`config.mk`:
```
export PLATFORM = sky130hd
export DESIGN_NAME = integer_to_text_any_base_flat
export DESIGN_NICKNAME = d
export VERILOG_FILES = /design/src/itab_pkg.sv /design/src/itab_in_if.sv /design/src/itab_out_if.sv /design/src/itab_ctrl.sv /design/src/itab_dp.sv /design/src/integer_to_text_any_base.sv /design/src/flat_wrapper.sv
export SDC_FILE = /design/constraint.sdc
export NUM_CORES = 1
export LEC_CHECK = 0
export BUFFER_PORTS_ARGS = -buffer_cell sky130_fd_sc_hd__buf_2
export CORE_MARGIN = 5
export CORE_UTILIZATION = 54
export DETAILED_ROUTE_END_ITERATION = 12
export GPL_TIMING_DRIVEN = 1
export PLACE_DENSITY_LB_ADDON = 0.15
export SYNTH_ARGS = -nofsm -noshare
export SYNTH_HDL_FRONTEND = slang
export SYNTH_SLANG_ARGS = --single-unit
```
`constraint.sdc`:
```
create_clock -name clk -period 10.4 [get_ports clk]
set_clock_uncertainty 0.15 [all_clocks]
set_input_delay 3.12 -clock clk [delete_from_list [all_inputs] [get_ports clk]]
set_output_delay 3.12 -clock clk [all_outputs]
set_load 0.05 [all_outputs]
```
`src/itab_pkg.sv`:
```
package itab_pkg;

  localparam int NUMBER_WIDTH = 32;
  localparam int RADIX_WIDTH  = 8;
  localparam int CHAR_WIDTH   = 7;

  // Long division by the radix handles this many quotient bits per cycle.
  localparam int DIV_STEP   = 8;
  localparam int DIV_PASSES = (NUMBER_WIDTH + DIV_STEP - 1) / DIV_STEP;
  localparam int DIV_W      = DIV_PASSES * DIV_STEP;
  localparam int PASS_W     = $clog2(DIV_PASSES + 1);

  localparam int BASE_W  = 5;
  localparam int DIGIT_W = 4;

  // At most one digit per bit of the value (radix 2).
  localparam int STACK_DEPTH = NUMBER_WIDTH;
  localparam int DEPTH_W     = $clog2(STACK_DEPTH + 1);

  localparam logic [RADIX_WIDTH-1:0] RADIX_MIN = RADIX_WIDTH'(2);
  localparam logic [RADIX_WIDTH-1:0] RADIX_MAX = RADIX_WIDTH'(16);
  localparam logic [BASE_W-1:0]      BASE_DEC  = BASE_W'(10);

  localparam logic [CHAR_WIDTH-1:0] CHAR_MINUS = CHAR_WIDTH'(8'h2D);
  localparam logic [CHAR_WIDTH-1:0] CHAR_ZERO  = CHAR_WIDTH'(8'h30);
  localparam logic [CHAR_WIDTH-1:0] CHAR_LOW_A = CHAR_WIDTH'(8'h61);

  typedef struct packed {
    logic load;
    logic div_step;
    logic emit_sign;
    logic emit_digit;
  } itab_cmd_t;

  typedef struct packed {
    logic last_pass;
    logic quot_zero;
    logic negative;
    logic one_left;
    logic out_free;
  } itab_sts_t;

  function automatic logic [CHAR_WIDTH-1:0] digit_char(input logic [DIGIT_W-1:0] d);
    logic [CHAR_WIDTH-1:0] c;
    if (d < DIGIT_W'(10)) begin
      c = CHAR_ZERO + CHAR_WIDTH'(d);
    end else begin
      c = CHAR_LOW_A + CHAR_WIDTH'(d - DIGIT_W'(10));
    end
    return c;
  endfunction

endpackage

```
`src/itab_in_if.sv`:
```
interface itab_in_if;
  import itab_pkg::*;

  logic                    valid;
  logic                    ready;
  logic [NUMBER_WIDTH-1:0] number;
  logic [RADIX_WIDTH-1:0]  radix;
  logic                    as_signed;

  modport source (output valid, output number, output radix, output as_signed, input ready);
  modport sink   (input valid, input number, input radix, input as_signed, output ready);
endinterface

```
`src/itab_out_if.sv`:
```
interface itab_out_if;
  import itab_pkg::*;

  logic                  valid;
  logic                  ready;
  logic [CHAR_WIDTH-1:0] text_char;
  logic                  is_last;

  modport source (output valid, output text_char, output is_last, input ready);
  modport sink   (input valid, input text_char, input is_last, output ready);
endinterface

```
`src/itab_ctrl.sv`:
```
module itab_ctrl (
  input  logic                clk,
  input  logic                rst_n,
  input  logic                in_valid,
  output logic                in_ready,
  input  itab_pkg::itab_sts_t sts,
  output itab_pkg::itab_cmd_t cmd
);
  import itab_pkg::*;

  typedef enum logic [1:0] {S_IDLE, S_DIV, S_SIGN, S_EMIT} state_t;

  state_t state_r;
  state_t state_nxt;

  always_comb begin
    state_nxt = state_r;
    cmd       = '0;
    unique case (state_r)
      S_IDLE: begin
        if (in_valid) begin
          cmd.load  = 1'b1;
          state_nxt = S_DIV;
        end
      end
      S_DIV: begin
        cmd.div_step = 1'b1;
        // The quotient reaching zero on the last pass means this step pushes the last digit.
        if (sts.last_pass && sts.quot_zero) begin
          state_nxt = sts.negative ? S_SIGN : S_EMIT;
        end
      end
      S_SIGN: begin
        if (sts.out_free) begin
          cmd.emit_sign = 1'b1;
          state_nxt     = S_EMIT;
        end
      end
      S_EMIT: begin
        if (sts.out_free) begin
          cmd.emit_digit = 1'b1;
          if (sts.one_left) begin
            state_nxt = S_IDLE;
          end
        end
      end
      default: state_nxt = S_IDLE;
    endcase
  end

  assign in_ready = (state_r == S_IDLE);

  always_ff @(posedge clk) begin
    if (!rst_n) begin
      state_r <= S_IDLE;
    end else begin
      state_r <= state_nxt;
    end
  end

endmodule

```
`src/itab_dp.sv`:
```
module itab_dp (
  input  logic                                  clk,
  input  logic                                  rst_n,
  input  logic [itab_pkg::NUMBER_WIDTH-1:0]     in_number,
  input  logic [itab_pkg::RADIX_WIDTH-1:0]      in_radix,
  input  logic                                  in_as_signed,
  input  itab_pkg::itab_cmd_t                   cmd,
  output itab_pkg::itab_sts_t                   sts,
  output logic                                  out_valid,
  input  logic                                  out_ready,
  output logic [itab_pkg::CHAR_WIDTH-1:0]       out_text_char,
  output logic                                  out_is_last
);
  import itab_pkg::*;

  logic [DIV_W-1:0]      val_r;
  logic [BASE_W-1:0]     base_r;
  logic [DIGIT_W-1:0]    rem_r;
  logic [PASS_W-1:0]     pass_r;
  logic                  neg_r;
  logic [DIGIT_W-1:0]    stack_r [STACK_DEPTH];
  logic [DEPTH_W-1:0]    depth_r;
  logic                  out_valid_r;
  logic [CHAR_WIDTH-1:0] char_r;
  logic                  last_r;

  logic                    in_neg;
  logic [NUMBER_WIDTH-1:0] in_mag;
  logic [BASE_W-1:0]       in_base;
  logic [DIGIT_W-1:0]      rem_nxt;
  logic [DIV_STEP-1:0]     qbits;
  logic [DIV_W-1:0]        val_nxt;
  logic                    last_pass;

  assign in_neg = in_as_signed & in_number[NUMBER_WIDTH-1];
  assign in_mag = in_neg ? (~in_number + NUMBER_WIDTH'(1)) : in_number;

  always_comb begin
    if (in_as_signed || in_radix < RADIX_MIN || in_radix > RADIX_MAX) begin
      in_base = BASE_DEC;
    end else begin
      in_base = in_radix[BASE_W-1:0];
    end
  end

  // Restoring long division, DIV_STEP bits of the dividend per cycle. The
  // remainder stays below the radix, so each step is a 5-bit compare.
  always_comb begin
    logic [BASE_W-1:0] t;
    rem_nxt = rem_r;
    qbits   = '0;
    for (int i = DIV_STEP - 1; i >= 0; i--) begin
      t = {rem_nxt, val_r[DIV_W - DIV_STEP + i]};
      if (t >= base_r) begin
        qbits[i] = 1'b1;
        t        = t - base_r;
      end
      rem_nxt = t[DIGIT_W-1:0];
    end
  end

  // Quotient bits enter at the bottom as dividend bits leave the top.
  assign val_nxt   = (val_r << DIV_STEP) | DIV_W'(qbits);
  assign last_pass = (pass_r == PASS_W'(DIV_PASSES - 1));

  always_ff @(posedge clk) begin
    if (cmd.load) begin
      val_r  <= DIV_W'(in_mag);
      base_r <= in_base;
      neg_r  <= in_neg;
      rem_r  <= '0;
      pass_r <= '0;
    end else if (cmd.div_step) begin
      val_r <= val_nxt;
      if (last_pass) begin
        rem_r  <= '0;
        pass_r <= '0;
      end else begin
        rem_r  <= rem_nxt;
        pass_r <= pass_r + PASS_W'(1);
      end
    end
  end

  // Digit stack: pushed least significant first, popped most significant first.
  always_ff @(posedge clk) begin
    if (cmd.div_step && last_pass) begin
      stack_r[0] <= rem_nxt;
      for (int i = 1; i < STACK_DEPTH; i++) begin
        stack_r[i] <= stack_r[i-1];
      end
    end else if (cmd.emit_digit) begin
      for (int i = 0; i < STACK_DEPTH - 1; i++) begin
        stack_r[i] <= stack_r[i+1];
      end
    end
  end

  always_ff @(posedge clk) begin
    if (!rst_n) begin
      depth_r <= '0;
    end else if (cmd.load) begin
      depth_r <= '0;
    end else if (cmd.div_step && last_pass) begin
      depth_r <= depth_r + DEPTH_W'(1);
    end else if (cmd.emit_digit) begin
      depth_r <= depth_r - DEPTH_W'(1);
    end
  end

  always_ff @(posedge clk) begin
    if (!rst_n) begin
      out_valid_r <= 1'b0;
    end else if (cmd.emit_sign || cmd.emit_digit) begin
      out_valid_r <= 1'b1;
    end else if (out_ready) begin
      out_valid_r <= 1'b0;
    end
  end

  always_ff @(posedge clk) begin
    if (cmd.emit_sign) begin
      char_r <= CHAR_MINUS;
      last_r <= 1'b0;
    end else if (cmd.emit_digit) begin
      char_r <= digit_char(stack_r[0]);
      last_r <= (depth_r == DEPTH_W'(1));
    end
  end

  assign sts.last_pass = last_pass;
  assign sts.quot_zero = (val_nxt == '0);
  assign sts.negative  = neg_r;
  assign sts.one_left  = (depth_r == DEPTH_W'(1));
  assign sts.out_free  = !out_valid_r || out_ready;

  assign out_valid     = out_valid_r;
  assign out_text_char = char_r;
  assign out_is_last   = last_r;

endmodule

```
`src/integer_to_text_any_base.sv`:
```
// Integer to text converter for radix 2 to 16.
// An item on in_if carries a value, a radix and a signed flag; out_if then
// delivers the value's ASCII text one character per item, most significant
// digit first, with is_last set on the final character. Signed mode writes
// decimal with a leading '-' for negative values; a radix outside 2..16
// is taken as 10.
// One item is converted at a time. Each digit costs one long division by the
// radix, done 8 dividend bits per cycle; characters then leave one per cycle
// from a digit stack while out_if.ready is high. in_if.ready is high only
// while the converter is idle.
// The output register lets the last character of one item wait while the
// next item is accepted. When out_if.ready is low, emission stops and holds.
// Synchronous reset empties the output register and returns to idle.
module integer_to_text_any_base (
  input  logic        clk,
  input  logic        rst_n,
  itab_in_if.sink     in_if,
  itab_out_if.source  out_if
);
  import itab_pkg::*;

  itab_cmd_t cmd;
  itab_sts_t sts;

  itab_ctrl u_ctrl (
    .clk      (clk),
    .rst_n    (rst_n),
    .in_valid (in_if.valid),
    .in_ready (in_if.ready),
    .sts      (sts),
    .cmd      (cmd)
  );

  itab_dp u_dp (
    .clk           (clk),
    .rst_n         (rst_n),
    .in_number     (in_if.number),
    .in_radix      (in_if.radix),
    .in_as_signed  (in_if.as_signed),
    .cmd           (cmd),
    .sts           (sts),
    .out_valid     (out_if.valid),
    .out_ready     (out_if.ready),
    .out_text_char (out_if.text_char),
    .out_is_last   (out_if.is_last)
  );

endmodule

```
`src/flat_wrapper.sv`:
```
// flat-port wrapper written by rule: the top's interface ports become plain ports
module integer_to_text_any_base_flat import itab_pkg::*;
  (clk, rst_n, in_if_valid, in_if_number, in_if_radix, in_if_as_signed, in_if_ready, out_if_valid, out_if_text_char, out_if_is_last, out_if_ready);
  itab_in_if in_if_i ();
  itab_out_if out_if_i ();
  input  logic clk;
  input  logic rst_n;
  input wire logic [$bits(in_if_i.valid)-1:0] in_if_valid;
  input wire logic [$bits(in_if_i.number)-1:0] in_if_number;
  input wire logic [$bits(in_if_i.radix)-1:0] in_if_radix;
  input wire logic [$bits(in_if_i.as_signed)-1:0] in_if_as_signed;
  output wire logic [$bits(in_if_i.ready)-1:0] in_if_ready;
  output wire logic [$bits(out_if_i.valid)-1:0] out_if_valid;
  output wire logic [$bits(out_if_i.text_char)-1:0] out_if_text_char;
  output wire logic [$bits(out_if_i.is_last)-1:0] out_if_is_last;
  input wire logic [$bits(out_if_i.ready)-1:0] out_if_ready;
  assign in_if_i.valid = in_if_valid;
  assign in_if_i.number = in_if_number;
  assign in_if_i.radix = in_if_radix;
  assign in_if_i.as_signed = in_if_as_signed;
  assign in_if_ready = in_if_i.ready;
  assign out_if_valid = out_if_i.valid;
  assign out_if_text_char = out_if_i.text_char;
  assign out_if_is_last = out_if_i.is_last;
  assign out_if_i.ready = out_if_ready;
  integer_to_text_any_base u_core (.clk(clk), .rst_n(rst_n), .in_if(in_if_i), .out_if(out_if_i));
endmodule
```
### Word-level counts from Yosys, hierarchy flattened

Memories as Yosys holds them, arrays and structs flattened.
Index checks and enable logic that the tools add are counted.

* register bits after elaboration: 62
* bits in latches: 0
* memory bits (writable): 128
* bits in read-only memories: 0
* output and inout port bits: 10
* memories: 1

* $add $sub $neg: 15
* multiply operators: 0
* div/mod/pow operators: 0
* $lt $le $gt $ge: 11
* equality and inequality tests: 10
* shift operators: 0
* muxes and demuxes: 75
* bitwise logic cells: 35
* reductions and logical operators: 14

Memory list
* u_core.u_dp.stack_r: depth 32, width 4, read ports 32, clocked after Yosys merged registers in 0, write ports 32, line itab_dp.sv:21 `logic [DIGIT_W-1:0] stack_r [STACK_DEPTH];`

Operator list (count)
* 4-bit 2-to-1 mux: 40
* 32-bit 2-to-1 mux: 3
* 5-bit >= comparator: 8
* 32-bit by 1-bit adder with 32-bit output (second input constant): 1
* 32-bit zero test: 1
* 32-bit NOT: 1
* 32-bit by 8-bit bitwise OR with 32-bit output: 1
* 4-bit subtractor: 8
* 1-bit bitwise OR: 31
* 1-bit 2-to-1 mux: 22
* 6-bit 2-to-1 mux: 2
* 2-bit 2-to-1 mux: 5
* 8-bit by 5-bit greater-than comparator with 1-bit output (second input constant): 1
* 8-bit by 2-bit < comparator with 1-bit output (second input constant): 1
* 2-bit case mux with 4 select lines: 1
* 6-bit by 4-bit adder with 7-bit output (first input constant): 1
* 6-bit by 5-bit adder with 7-bit output (first input constant): 1
* 7-bit 2-to-1 mux: 1
* 6-bit by 1-bit adder with 6-bit output (second input constant): 1
* 6-bit by 1-bit equality test with 1-bit output (second input constant): 1
* 2-bit by 1-bit inequality test with 1-bit output (second input constant): 3
* 2-bit nonzero test: 3
* 6-bit by 1-bit subtractor with 6-bit output (second input constant): 1
* 5-bit AND reduction: 1
* 15 further kinds: 21

### Longest topological paths before layout

Gate-level depths: netlist of the first run.

* depth after elaboration: 21
* depth in mapped cells: 51

### Hierarchy

A second synthesis of the first run with hierarchy kept.

* cell total of the unflattened synthesis: 999
* area, all modules: 10714.0 um^2

By module, submodules not included
* itab_dp: instances 1, cells an instance 976, area each 10502.6 um^2, seq. area each 5425.2 um^2
* itab_ctrl: instances 1, cells an instance 23, area each 211.5 um^2, seq. area each 40.0 um^2

### Worst setup path after synthesis of the first run

OpenSTA, ideal clock, no wires.

* kind: register to register
* from: register u_core.u_dp.base_r[1]
* to: register u_core.u_ctrl.state_r[0]
* arrival time: 10808 ps
* data required time: 10159 ps
* setup slack: -649 ps
* stages on the path, launching flop included: 43
* path buffers: 2
* period minus slack after synthesis: 11049 ps
* cells stage by stage: edfxtp_1 inv_1 ha_1 a211oi_1 o21ai_1 mux2_2 ha_1 o211ai_1 o21ai_1 mux2_2 inv_1 ha_1 a211oi_1 o21ai_1 o21ai_0 inv_1 ha_1 a211oi_1 (+7 left out) o211ai_1 o21ai_1 mux2_2 ha_1 a41o_1 a211o_1 buf_6 o21ai_0 inv_1 ha_1 a21oi_1 o21bai_1 a211o_1 buf_2 or3_4 nor4_4 a21oi_1 a311oi_1

* word-level cells in the longest chain between the ends: 21

Ends and longest elaborated chain
* start: declaration: line itab_dp.sv:17 `logic [BASE_W-1:0] base_r;`
* start signal: assignment: line itab_dp.sv:69 `base_r <= in_base;`
* 4-bit subtractor or 5-bit >= comparator (tied branches): line itab_dp.sv:56, itab_dp.sv:54
* 4-bit 2-to-1 mux: line itab_dp.sv:54 `if (t >= base_r) begin`
* 4-bit subtractor or 5-bit >= comparator (tied branches): line itab_dp.sv:56, itab_dp.sv:54
* 4-bit 2-to-1 mux: line itab_dp.sv:54
* 4-bit subtractor or 5-bit >= comparator (tied branches): line itab_dp.sv:56, itab_dp.sv:54
* 4-bit 2-to-1 mux: line itab_dp.sv:54
* 5-bit >= comparator or 4-bit subtractor (tied branches): line itab_dp.sv:54, itab_dp.sv:56
* 4-bit 2-to-1 mux: line itab_dp.sv:54
* (+5 left out)
* 4-bit 2-to-1 mux: line itab_dp.sv:54
* 5-bit >= comparator: line itab_dp.sv:54
* 1-bit 2-to-1 mux: line itab_dp.sv:54
* 32-bit by 8-bit bitwise OR with 32-bit output *: line itab_dp.sv:63 `assign val_nxt = (val_r << DIV_STEP) | DIV_W'(qbits);`
* 32-bit zero test *: line itab_dp.sv:132 `assign sts.quot_zero = (val_nxt == '0);`
* 1-bit logical AND *: line itab_ctrl.sv:29 `if (sts.last_pass && sts.quot_zero) begin`
* 2-bit inequality test (no source line) *
* 5-bit AND reduction (no source line) *
* end signal: assignment: line itab_ctrl.sv:57 `state_r <= state_nxt;`
* end: declaration: line itab_ctrl.sv:13 `state_t state_r;`

Every way passes the cells marked *; elsewhere a longest branch is shown, timed or not.
A chain may end at the register's enable or synchronous reset.

### Worst setup path in the final report of the first run

* from: register u_core.u_dp.base_r[0]
* to: register u_core.u_ctrl.state_r[1]

* word-level cells in the longest chain between the ends: 21

Ends and longest elaborated chain (line)
* 4-bit subtractor or 5-bit >= comparator (tied branches): itab_dp.sv:56, itab_dp.sv:54
* 4-bit 2-to-1 mux: itab_dp.sv:54
* 4-bit subtractor or 5-bit >= comparator (tied branches): itab_dp.sv:56, itab_dp.sv:54
* 4-bit 2-to-1 mux: itab_dp.sv:54
* 4-bit subtractor or 5-bit >= comparator (tied branches): itab_dp.sv:56, itab_dp.sv:54
* 4-bit 2-to-1 mux: itab_dp.sv:54
* 4-bit subtractor or 5-bit >= comparator (tied branches): itab_dp.sv:56, itab_dp.sv:54
* 4-bit 2-to-1 mux: itab_dp.sv:54
* (+5 left out)
* 4-bit 2-to-1 mux: itab_dp.sv:54
* 5-bit >= comparator: itab_dp.sv:54
* 1-bit 2-to-1 mux: itab_dp.sv:54
* 32-bit by 8-bit bitwise OR with 32-bit output *: itab_dp.sv:63
* 32-bit zero test *: itab_dp.sv:132
* 1-bit logical AND *: itab_ctrl.sv:29
* 2-bit inequality test (no source line) *
* 5-bit AND reduction (no source line) *

Marked as above.

==> results.yml, run 1 <==
status:
  outcome: "complete, no violations"
setup_path:
  rr_worst_depth: 43
  worstPathMaxFanout: 8
  criticalPathCategory: "flop to flop"
  crit_path_max_incr_delay_ns: 0.40
  critical_path.endpoint_type: "flop"
  crit_path_max_delay_cell_type: "sky130_fd_sc_hd__edfxtp_1"
  worstPathArrival_ns: 10.33
  timing.critical_path.from_type: "flop"
  timing.critical_path.required_ns: 10.61
  cpMostUsedCell: "sky130_fd_sc_hd__ha_1"
placed_design:
  dp_hpwl_um: 15000
  gp_congestion: 0.879
  place_worst_setup_slack_ns: -0.0932
  place.port_buffers: 54
synthesis:
  syn-num-nets: 1215
  synth_async_sr_flop_share_pct: 0
  syn-mean-instance-area_um2: 9.49
  syn_area_mm2: 0.0105
  ys_seq_area_share_pct: 51.9
  yosys_cell_types: 58
  synth_enable_flop_cells: 166
  proportion_of_netlist_area_held_by_the_largest_area_contributor_pct: 47.3
  synthFlopType: "sky130_fd_sc_hd__edfxtp_1"
  yosys_register_bits: 190
  largest_area_contributor_in_the_synthesized_netlist: "sky130_fd_sc_hd__edfxtp_1"
  yosysWarnings: 0
  synth_top_cells_by_area: "sky130_fd_sc_hd__edfxtp_1 47%, sky130_fd_sc_hd__nand2_1 15%, sky130_fd_sc_hd__ha_1 6.3%, sky130_fd_sc_hd__dfxtp_1 4.6%, sky130_fd_sc_hd__xnor2_1 3.2%"
  synth_cells: 1109
min_path:
  hold-path-cell-count: 0
  min_path_type: "flop to flop"
clock_tree:
  cts_hold_repair.buffers: 0
  cts_root_buffer: "sky130_fd_sc_hd__clkbuf_16"
  clk_transition_reported_paths_ns: 0.08
  htreeDepth: 4
  cts_inserted_buffers: 17
  clock_path_buffers: 2
  worstSkewPairLatency_ns: 0.43
  tritoncts: "done"
  cts_num_sinks: 190
die:
  floorplan.io_pins: 55
  die_area_mm2: 0.0224
  initial_utilization_pct: 54.4
  die_y_um: 150
  floorplan.core_area_mm2: 0.0193
  placement_rows: 51
  die-width_um: 150
detailed_routing:
  totalWireLength_um: 22600
  via_count: 7799
  drt_pre_antenna_iters: 5
  avgViaCountPerCell: 5.37
  detail_route.drc_violations: 0
  route.detailed.wl_per_inst_um: 15.6
  postRouteAntennaNets: 0
  first_iter_violations: 546
sta:
  hold_violations: 0
  slew_viol_final: 0
  timing.fmax_ghz: 0.0988
  setup_ws_ns: 0.277
  tightestPinTransition_ns: 1.01
  slew_headroom_pct: 32.7
  period_share_pct: 97.3
  min_period_ns: 10.12
  setup_violations: 0
global_route:
  gr-total-overflow: 0
  pin_count_of_the_biggest_net_entering_global_routing: 78
  grt_pass1_vias: 7163
  grt_antenna_before_repair: 0
  grt_first_pass_wirelength_um: 35600
  grt_use_total_pct: 19.9
final_layout:
  combined_flip_flop_and_latch_cell_area_mm2: 0.00547
  syn2layout_area_growth_pct: 15.4
  multi_input_comb_area_mm2: 0.00503
  num_antenna_cells: 0
  post_route_cells_drive_above_1_share_pct: 14.8
  num-fill-cells: 1632
  utilization_after_layout_pct: 62.9
  fin_nets: 1279
job:
  drv.max_cap_violation_count: 0
routing by layer:
metal | up-vias | global-route usage, % | share of wire (%)
met1 | 3710 | 29.1 | 48
met3 | 20 | 3.51 | 3.7
met2 | 142 | 31.3 | 47
li1 | 3927 | - | -
met4 | 0 | 4.35 | 1.1
met5 | - | 0 | 0
through the flow:
step	setup TNS (ns)	hold slack (ns)	cells	cell area, um2
after global routing	-0.723	0.308	1451	12200
after global placement	0	0.283	1407	11200
final	0	0.305	1451	12200
after detailed placement	-0.106	0.284	1407	11200
after floorplan	0	0.263	1109	10500
after CTS	0	0.304	1442	11800
worst max-delay path: cells and delay by family (launching register included):
kind                     cells  cell delay (ns)
flip-flops                   1             0.40
AO/OA/AOI/OAI               17             3.20
adder cells (fa/ha/maj)      8             2.38
AND/OR/NAND/NOR              8             1.23
buffers and inverters        3             0.48
multiplexers                 7             2.20
cells by family (layout without fill, tap and decap cells):
group,Yosys count,count (layout),share of synthesized area (%)
compound gates,154,155,9.02
xor+xnor,54,54,4.49
fa+ha+maj,61,61,7.82
buf+inv,89,165,3.26
flops,190,190,51.9
mux,28,28,2.85
simple gates,533,533,20.6
cells in the final DEF, fill, tap and decap left out, types with 8 or more instances in the layout:
cell type / synthesis / layout
sky130_fd_sc_hd__mux2i_1: 12 / 8
sky130_fd_sc_hd__o21ai_0: 42 / 40
sky130_fd_sc_hd__xor2_1: 16 / 16
sky130_fd_sc_hd__nand2b_1: 10 / 10
sky130_fd_sc_hd__a21o_1: 8 / 8
sky130_fd_sc_hd__buf_2: 1 / 54
sky130_fd_sc_hd__nor4_1: 10 / 10
sky130_fd_sc_hd__nor2_1: 52 / 50
sky130_fd_sc_hd__clkbuf_16: 0 / 17
sky130_fd_sc_hd__dfxtp_1: 24 / 24
sky130_fd_sc_hd__buf_4: 0 / 30
sky130_fd_sc_hd__nor3_1: 12 / 11
sky130_fd_sc_hd__inv_1: 45 / 43
sky130_fd_sc_hd__fa_1: 8 / 8
sky130_fd_sc_hd__ha_1: 53 / 45
sky130_fd_sc_hd__mux2_4: 0 / 10
sky130_fd_sc_hd__nand2_1: 420 / 419
sky130_fd_sc_hd__a21oi_1: 53 / 50
sky130_fd_sc_hd__xnor2_1: 38 / 38
sky130_fd_sc_hd__edfxtp_1: 166 / 166
synthesized netlist by cell type, types with 12 or more instances:
cell / count
sky130_fd_sc_hd__edfxtp_1: 166
sky130_fd_sc_hd__xor2_1: 16
sky130_fd_sc_hd__ha_1: 53
sky130_fd_sc_hd__xnor2_1: 38
sky130_fd_sc_hd__nor2_1: 52
sky130_fd_sc_hd__dfxtp_1: 24
sky130_fd_sc_hd__o21ai_0: 42
sky130_fd_sc_hd__mux2i_1: 12
sky130_fd_sc_hd__clkbuf_1: 38
sky130_fd_sc_hd__nand2_1: 420
sky130_fd_sc_hd__mux2_2: 16
sky130_fd_sc_hd__nor3_1: 12
sky130_fd_sc_hd__inv_1: 45
sky130_fd_sc_hd__a21oi_1: 53
worst paths after layout:
check / startpoint / end / slack (ns)
max: u_core.u_dp.base_r[0] / u_core.u_ctrl.state_r[1] / 0.28
min: u_core.u_dp.stack_r[0][121] / u_core.u_dp.stack_r[0][125] / 0.31
max reg2reg: u_core.u_dp.base_r[0] / u_core.u_ctrl.state_r[1] / 0.28
min reg2reg: u_core.u_dp.stack_r[0][121] / u_core.u_dp.stack_r[0][125] / 0.31
area by class of cell:
class | count | share of cell area (%)
inverters | 46 | 1.42
well taps | 265 | 2.73
clock inverters | 15 | 1.63
clock buffers | 17 | 3.50
flip-flops and latches | 190 | 45.0
repair buffers | 87 | 4.35
multi-input cells | 831 | 41.4
registers in the layout, indices dropped and copies added (netlist names):
signal                     count
u_core.u_dp.base_r             5
u_core.u_dp.out_text_char      7
u_core.u_dp.val_r             32
u_core.u_dp.stack_r          128
u_core.u_dp.depth_r            6
u_core.u_dp.out_is_last        1
u_core.u_dp.rem_r              4
u_core.u_dp.pass_r             3
u_core.u_dp.out_valid          1
u_core.u_dp.neg_r              1
u_core.u_ctrl.state_r          2
what timing repair did:
item | CTS | global route
gates resized for setup | 3 | 45
setup endpoints to repair | 5 | 11
pin swaps | 2 | 15
buffers inserted | 3 | 8
hold endpoints to repair | 0 | 0
gates cloned | 0 | 1
Power of run 1 is not shown: default switching activity piles up to over one toggle a cycle in this logic, so the estimate is an artifact.
==> run 2: changes to the inputs <==
--- a/config.mk
+++ b/config.mk
@@ -6,10 +6,12 @@
 export NUM_CORES = 1
 export LEC_CHECK = 0
 export BUFFER_PORTS_ARGS = -buffer_cell sky130_fd_sc_hd__buf_2
+export CORE_ASPECT_RATIO = 0.6
 export CORE_MARGIN = 5
 export CORE_UTILIZATION = 54
 export DETAILED_ROUTE_END_ITERATION = 12
-export GPL_TIMING_DRIVEN = 1
+export GPL_ROUTABILITY_DRIVEN = 0
+export GPL_TIMING_DRIVEN = 0
 export PLACE_DENSITY_LB_ADDON = 0.15
 export SYNTH_ARGS = -nofsm -noshare
 export SYNTH_HDL_FRONTEND = slang
==> run 2 against run 1 <==
Compared with the run above:
- wire length rose by 9.2%
- first-iteration DRC count rose by 34%
- utilization rose by 3.5 points
- count of clock-buffer cells in the layout rose by 4
- critical path type unchanged
- critical endpoint is now u_core.u_ctrl.state_r[0]
- largest cell class unchanged
==> results.yml, run 2 (synthesized netlist as in run 1, its figures left out) <==
status:
  outcome: "complete, no violations"
sta:
  tns_ns: 0
  slew_viol_final: 0
  period_share_pct: 97.4
  setup_violations: 0
  timing.fmax_ghz: 0.0987
  min_period_ns: 10.13
  slew_headroom_pct: 20.5
  tightestPinTransition_ns: 1.19
  hold_violations: 0
final_layout:
  utilization_after_layout_pct: 66.3
  fin_area_mm2: 0.0127
  register_with_the_most_flip_flops: "u_core.u_dp.stack_r"
  final_common_cell: "sky130_fd_sc_hd__nand2_1"
  fin_nets: 1330
  layout_common_cells: "419 x sky130_fd_sc_hd__nand2_1, 166 x sky130_fd_sc_hd__edfxtp_1, 54 x sky130_fd_sc_hd__buf_2, 52 x sky130_fd_sc_hd__nor2_1, 47 x sky130_fd_sc_hd__a21oi_1"
  largest_register_ffs: 128
  num-fill-cells: 1502
  post_route_cells_drive_above_1_share_pct: 16.3
  syn2layout_area_growth_pct: 20.2
  num_antenna_cells: 0
detailed_routing:
  route.detailed.wl_per_inst_um: 16.4
  totalWireLength_um: 24700
  drt_pre_antenna_iters: 5
  avgViaCountPerCell: 5.38
  first_iter_violations: 732
  detail_route.drc_violations: 0
  postRouteAntennaNets: 0
  via_count: 8085
clock_tree:
  clk_transition_reported_paths_ns: 0.07
  worstSkewPairLatency_ns: 0.44
  clock_path_buffers: 2
  tritoncts: "done"
  cts_inserted_buffers: 17
  cts_root_buffer: "sky130_fd_sc_hd__clkbuf_16"
  cts_num_sinks: 190
  cts_hold_repair.buffers: 0
  htreeDepth: 4
min_path:
  min_path_type: "flop to flop"
die:
  floorplan.core_area_mm2: 0.0191
  die_y_um: 118
  placement_rows: 39
  initial_utilization_pct: 55.2
  floorplan.io_pins: 55
  die_area_mm2: 0.0225
  die-width_um: 190
placed_design:
  place.port_buffers: 54
  placed_cell_area_mm2: 0.0112
  dp_hpwl_um: 17100
setup_path:
  worstPathMaxFanout: 10
  worstPathArrival_ns: 10.34
  crit_path_max_delay_cell_type: "sky130_fd_sc_hd__edfxtp_1"
  cpMostUsedCell: "sky130_fd_sc_hd__ha_1"
  critical_path.endpoint_type: "flop"
  crit_path_max_incr_delay_ns: 0.44
  criticalPathCategory: "flop to flop"
  timing.critical_path.from_type: "flop"
  timing.critical_path.required_ns: 10.60
global_route:
  grt_pass1_vias: 7446
  grt_use_total_pct: 21.4
  grt_antenna_before_repair: 0
  grt_first_pass_wirelength_um: 38600
  gr-total-overflow: 0
  pin_count_of_the_biggest_net_entering_global_routing: 65
job:
  drv.max_cap_violation_count: 0
run 2: through the flow:
| step | hold slack (ns) | setup WS [ns] | cells |
|---|---|---|---|
| 2_1_floorplan | 0.263 | 0.0677 | 1109 |
| 4_1_cts | 0.300 | 0.000584 | 1485 |
| 6_report | 0.299 | 0.267 | 1503 |
| 3_5_place_dp | 0.283 | -1.69 | 1430 |
| 3_3_place_gp | 0.282 | -1.60 | 1429 |
| 5_1_grt | 0.312 | -0.180 | 1503 |
run 2: critical path: cells and delay by family (launching register included):
family / cells / cell delay, ns
compound gates: 20 / 3.84
fa+ha+maj: 8 / 2.21
mux: 5 / 1.55
simple gates: 7 / 0.98
buf+inv: 6 / 0.87
flops: 1 / 0.44
run 2: path summary, 6_finish.rpt:
kind | cells after the start | start | slack (ns) | endpoint
hold reg to reg | 0 | u_core.u_dp.stack_r[0][123] | 0.30 | u_core.u_dp.stack_r[0][127]
hold / removal | 0 | u_core.u_dp.stack_r[0][123] | 0.30 | u_core.u_dp.stack_r[0][127]
setup reg to reg | 46 | u_core.u_dp.base_r[2] | 0.27 | u_core.u_ctrl.state_r[0]
setup / recovery | 46 | u_core.u_dp.base_r[2] | 0.27 | u_core.u_ctrl.state_r[0]
run 2: final cells by class:
| cell class | count | area [um2] | share of cell area, % |
|---|---|---|---|
| Buffer | 43 | 176 | 1.39 |
| Clock buffer | 21 | 470 | 3.72 |
| Clock inverter | 11 | 179 | 1.41 |
| Inverter | 46 | 188 | 1.48 |
| Multi-Input combinational cell | 830 | 5220 | 41.3 |
| Sequential cell | 190 | 5470 | 43.2 |
| Tap cell | 266 | 333 | 2.63 |
| Timing Repair Buffer | 96 | 621 | 4.91 |
run 2: per-layer routing:
layer,GRT usage [%],vias to the layer above,routed length [um]
met5,0,-,0
met4,4.62,0,199
met3,5.36,14,1480
met2,28.3,202,9980
met1,35.1,3831,13000
li1,-,4038,-
run 2: timing repair:
item                                   4_1_cts  5_1_grt
resized for setup                           34       47
pin swaps                                   13       25
endpoints found under the hold margin        0        0
setup buffers                               23       18
setup endpoints to repair                   11       11
Power of run 2 is left out for the same reason.
==> run 3: changes to the inputs <==
--- a/config.mk
+++ b/config.mk
@@ -8,7 +8,7 @@
 export BUFFER_PORTS_ARGS = -buffer_cell sky130_fd_sc_hd__buf_2
 export CORE_ASPECT_RATIO = 0.6
 export CORE_MARGIN = 5
-export CORE_UTILIZATION = 54
+export CORE_UTILIZATION = 40
 export DETAILED_ROUTE_END_ITERATION = 12
 export GPL_ROUTABILITY_DRIVEN = 0
 export GPL_TIMING_DRIVEN = 0
==> run 3 against run 2 <==
Compared with the run above:
- worst hold slack improved by 0.0027 ns
- first-iteration DRC count decreased by 27%
- critical endpoint is now u_core.u_dp.stack_r[0][3]
- highest routed layer is now met5
- cell area rose by 0.99%
- critical path type unchanged
- non-clock buffer count is 6 higher
- wire length rose by 2.8%
- count of clock-buffer cells in the layout fell by 1
- largest cell class unchanged
- sequential share of layout area decreased by 0.42 points
- sequential cell count is the same
==> results.yml, run 3 (synthesized netlist as in run 1, its figures left out) <==
status:
  outcome: "complete, no violations"
clock_tree:
  worstSkewPairLatency_ns: 0.44
  cts_num_sinks: 190
  clock_path_buffers: 2
  htreeDepth: 4
  tritoncts: "done"
  cts_root_buffer: "sky130_fd_sc_hd__clkbuf_16"
  cts_hold_repair.buffers: 0
  clk_transition_reported_paths_ns: 0.07
  cts_inserted_buffers: 17
placed_design:
  post-place-cells: 1525
  dp_hpwl_um: 18000
  place.port_buffers: 54
setup_path:
  cpMostUsedCell: "sky130_fd_sc_hd__ha_4"
  worstPathMaxFanout: 8
  timing.critical_path.from_type: "flop"
  timing.critical_path.required_ns: 10.41
  worstPathArrival_ns: 10.06
  criticalPathCategory: "flop to flop"
  crit_path_max_delay_cell_type: "sky130_fd_sc_hd__edfxtp_1"
  crit_path_max_incr_delay_ns: 0.40
  critical_path.endpoint_type: "flop"
final_layout:
  instances_no_fill: 1603
  multi_input_comb_area_mm2: 0.00527
  largest_register_ffs: 128
  layout_common_cells: "417 x sky130_fd_sc_hd__nand2_1, 166 x sky130_fd_sc_hd__edfxtp_1, 54 x sky130_fd_sc_hd__buf_2, 50 x sky130_fd_sc_hd__nor2_1, 49 x sky130_fd_sc_hd__a21oi_1"
  num-fill-cells: 2523
  syn2layout_area_growth_pct: 21.4
  post_route_cells_drive_above_1_share_pct: 17.5
  register_with_the_most_flip_flops: "u_core.u_dp.stack_r"
  num_antenna_cells: 0
  combined_flip_flop_and_latch_cell_area_mm2: 0.00547
  final_common_cell: "sky130_fd_sc_hd__nand2_1"
  fin_nets: 1336
detailed_routing:
  first_iter_violations: 532
  totalWireLength_um: 25400
  drt_pre_antenna_iters: 5
  avgViaCountPerCell: 4.92
  route.detailed.wl_per_inst_um: 15.8
  detail_route.drc_violations: 0
  postRouteAntennaNets: 0
  via_count: 7889
die:
  floorplan.core_area_mm2: 0.0262
  die_area_mm2: 0.0298
  initial_utilization_pct: 40.2
  placement_rows: 46
  die_y_um: 136
  floorplan.io_pins: 55
  die-width_um: 219
sta:
  setup_violations: 0
  min_period_ns: 10.05
  slew_headroom_pct: 18.2
  hold_violations: 0
  slew_viol_final: 0
  tightestPinTransition_ns: 1.23
  timing.fmax_ghz: 0.0995
  period_share_pct: 96.6
global_route:
  pin_count_of_the_biggest_net_entering_global_routing: 50
  grt_antenna_before_repair: 1
  grt_use_total_pct: 17.0
  grt_pass1_vias: 7295
  grt_first_pass_wirelength_um: 39500
  gr-total-overflow: 0
min_path:
  min_path_type: "flop to flop"
job:
  drv.max_cap_violation_count: 0
-- run 3: critical path, delay by kind of cell, from the launching register on --
| kind | cells | cell delay (ns) |
|---|---|---|
| fa+ha+maj | 8 | 2.02 |
| simple gates | 3 | 0.30 |
| compound gates | 19 | 3.76 |
| flops | 1 | 0.40 |
| buf+inv | 7 | 0.91 |
| mux | 7 | 2.23 |
-- run 3: path summary, 6_finish.rpt --
kind	startpoint	end	slack, ns	cells past startpoint
max	u_core.u_dp.val_r[31]	u_core.u_dp.stack_r[0][3]	0.35	44
min	u_core.u_dp.stack_r[0][120]	u_core.u_dp.stack_r[0][124]	0.30	0
max reg2reg	u_core.u_dp.val_r[31]	u_core.u_dp.stack_r[0][3]	0.35	44
min reg2reg	u_core.u_dp.stack_r[0][120]	u_core.u_dp.stack_r[0][124]	0.30	0
-- run 3: repair_timing --
action                     in CTS  in global routing
resized for setup              34                 60
pin swaps                      10                 38
setup buffers                  20                 26
gates cloned                    0                  0
setup endpoints to repair      11                 10
-- run 3: routing by layer --
metal / part of all wire (%) / up-vias / global-route usage (%)
li1: - / 4031 / -
met1: 55 / 3697 / 28.0
met2: 40 / 143 / 21.9
met3: 4.6 / 16 / 3.84
met4: 0.52 / 2 / 3.87
met5: 0.071 / - / 0
-- run 3: stage by stage --
step	setup WS, ns	instance area (um2)	hold WS, ns	utilization, %	TNS, ns
finish	0.352	12800	0.302	48.8	0
global route	-0.108	12800	0.303	48.8	-0.295
CTS	0.0125	12200	0.298	46.6	0
detailed placement	-1.85	11300	0.282	43.2	-16.53
global placement	-1.70	11300	0.281	43.0	-14.85
floorplan	0.0677	10500	0.263	-	0
-- run 3: final cells by class --
cell class	instances	area share (%)
clock buffer	20	3.42
inverter	46	1.46
tap	360	3.53
buffer	43	1.38
multi-input combinational	830	41.3
timing repair buffer	102	5.49
sequential	190	42.8
clock inverter	12	0.676
Power of run 3 is left out for the same reason.
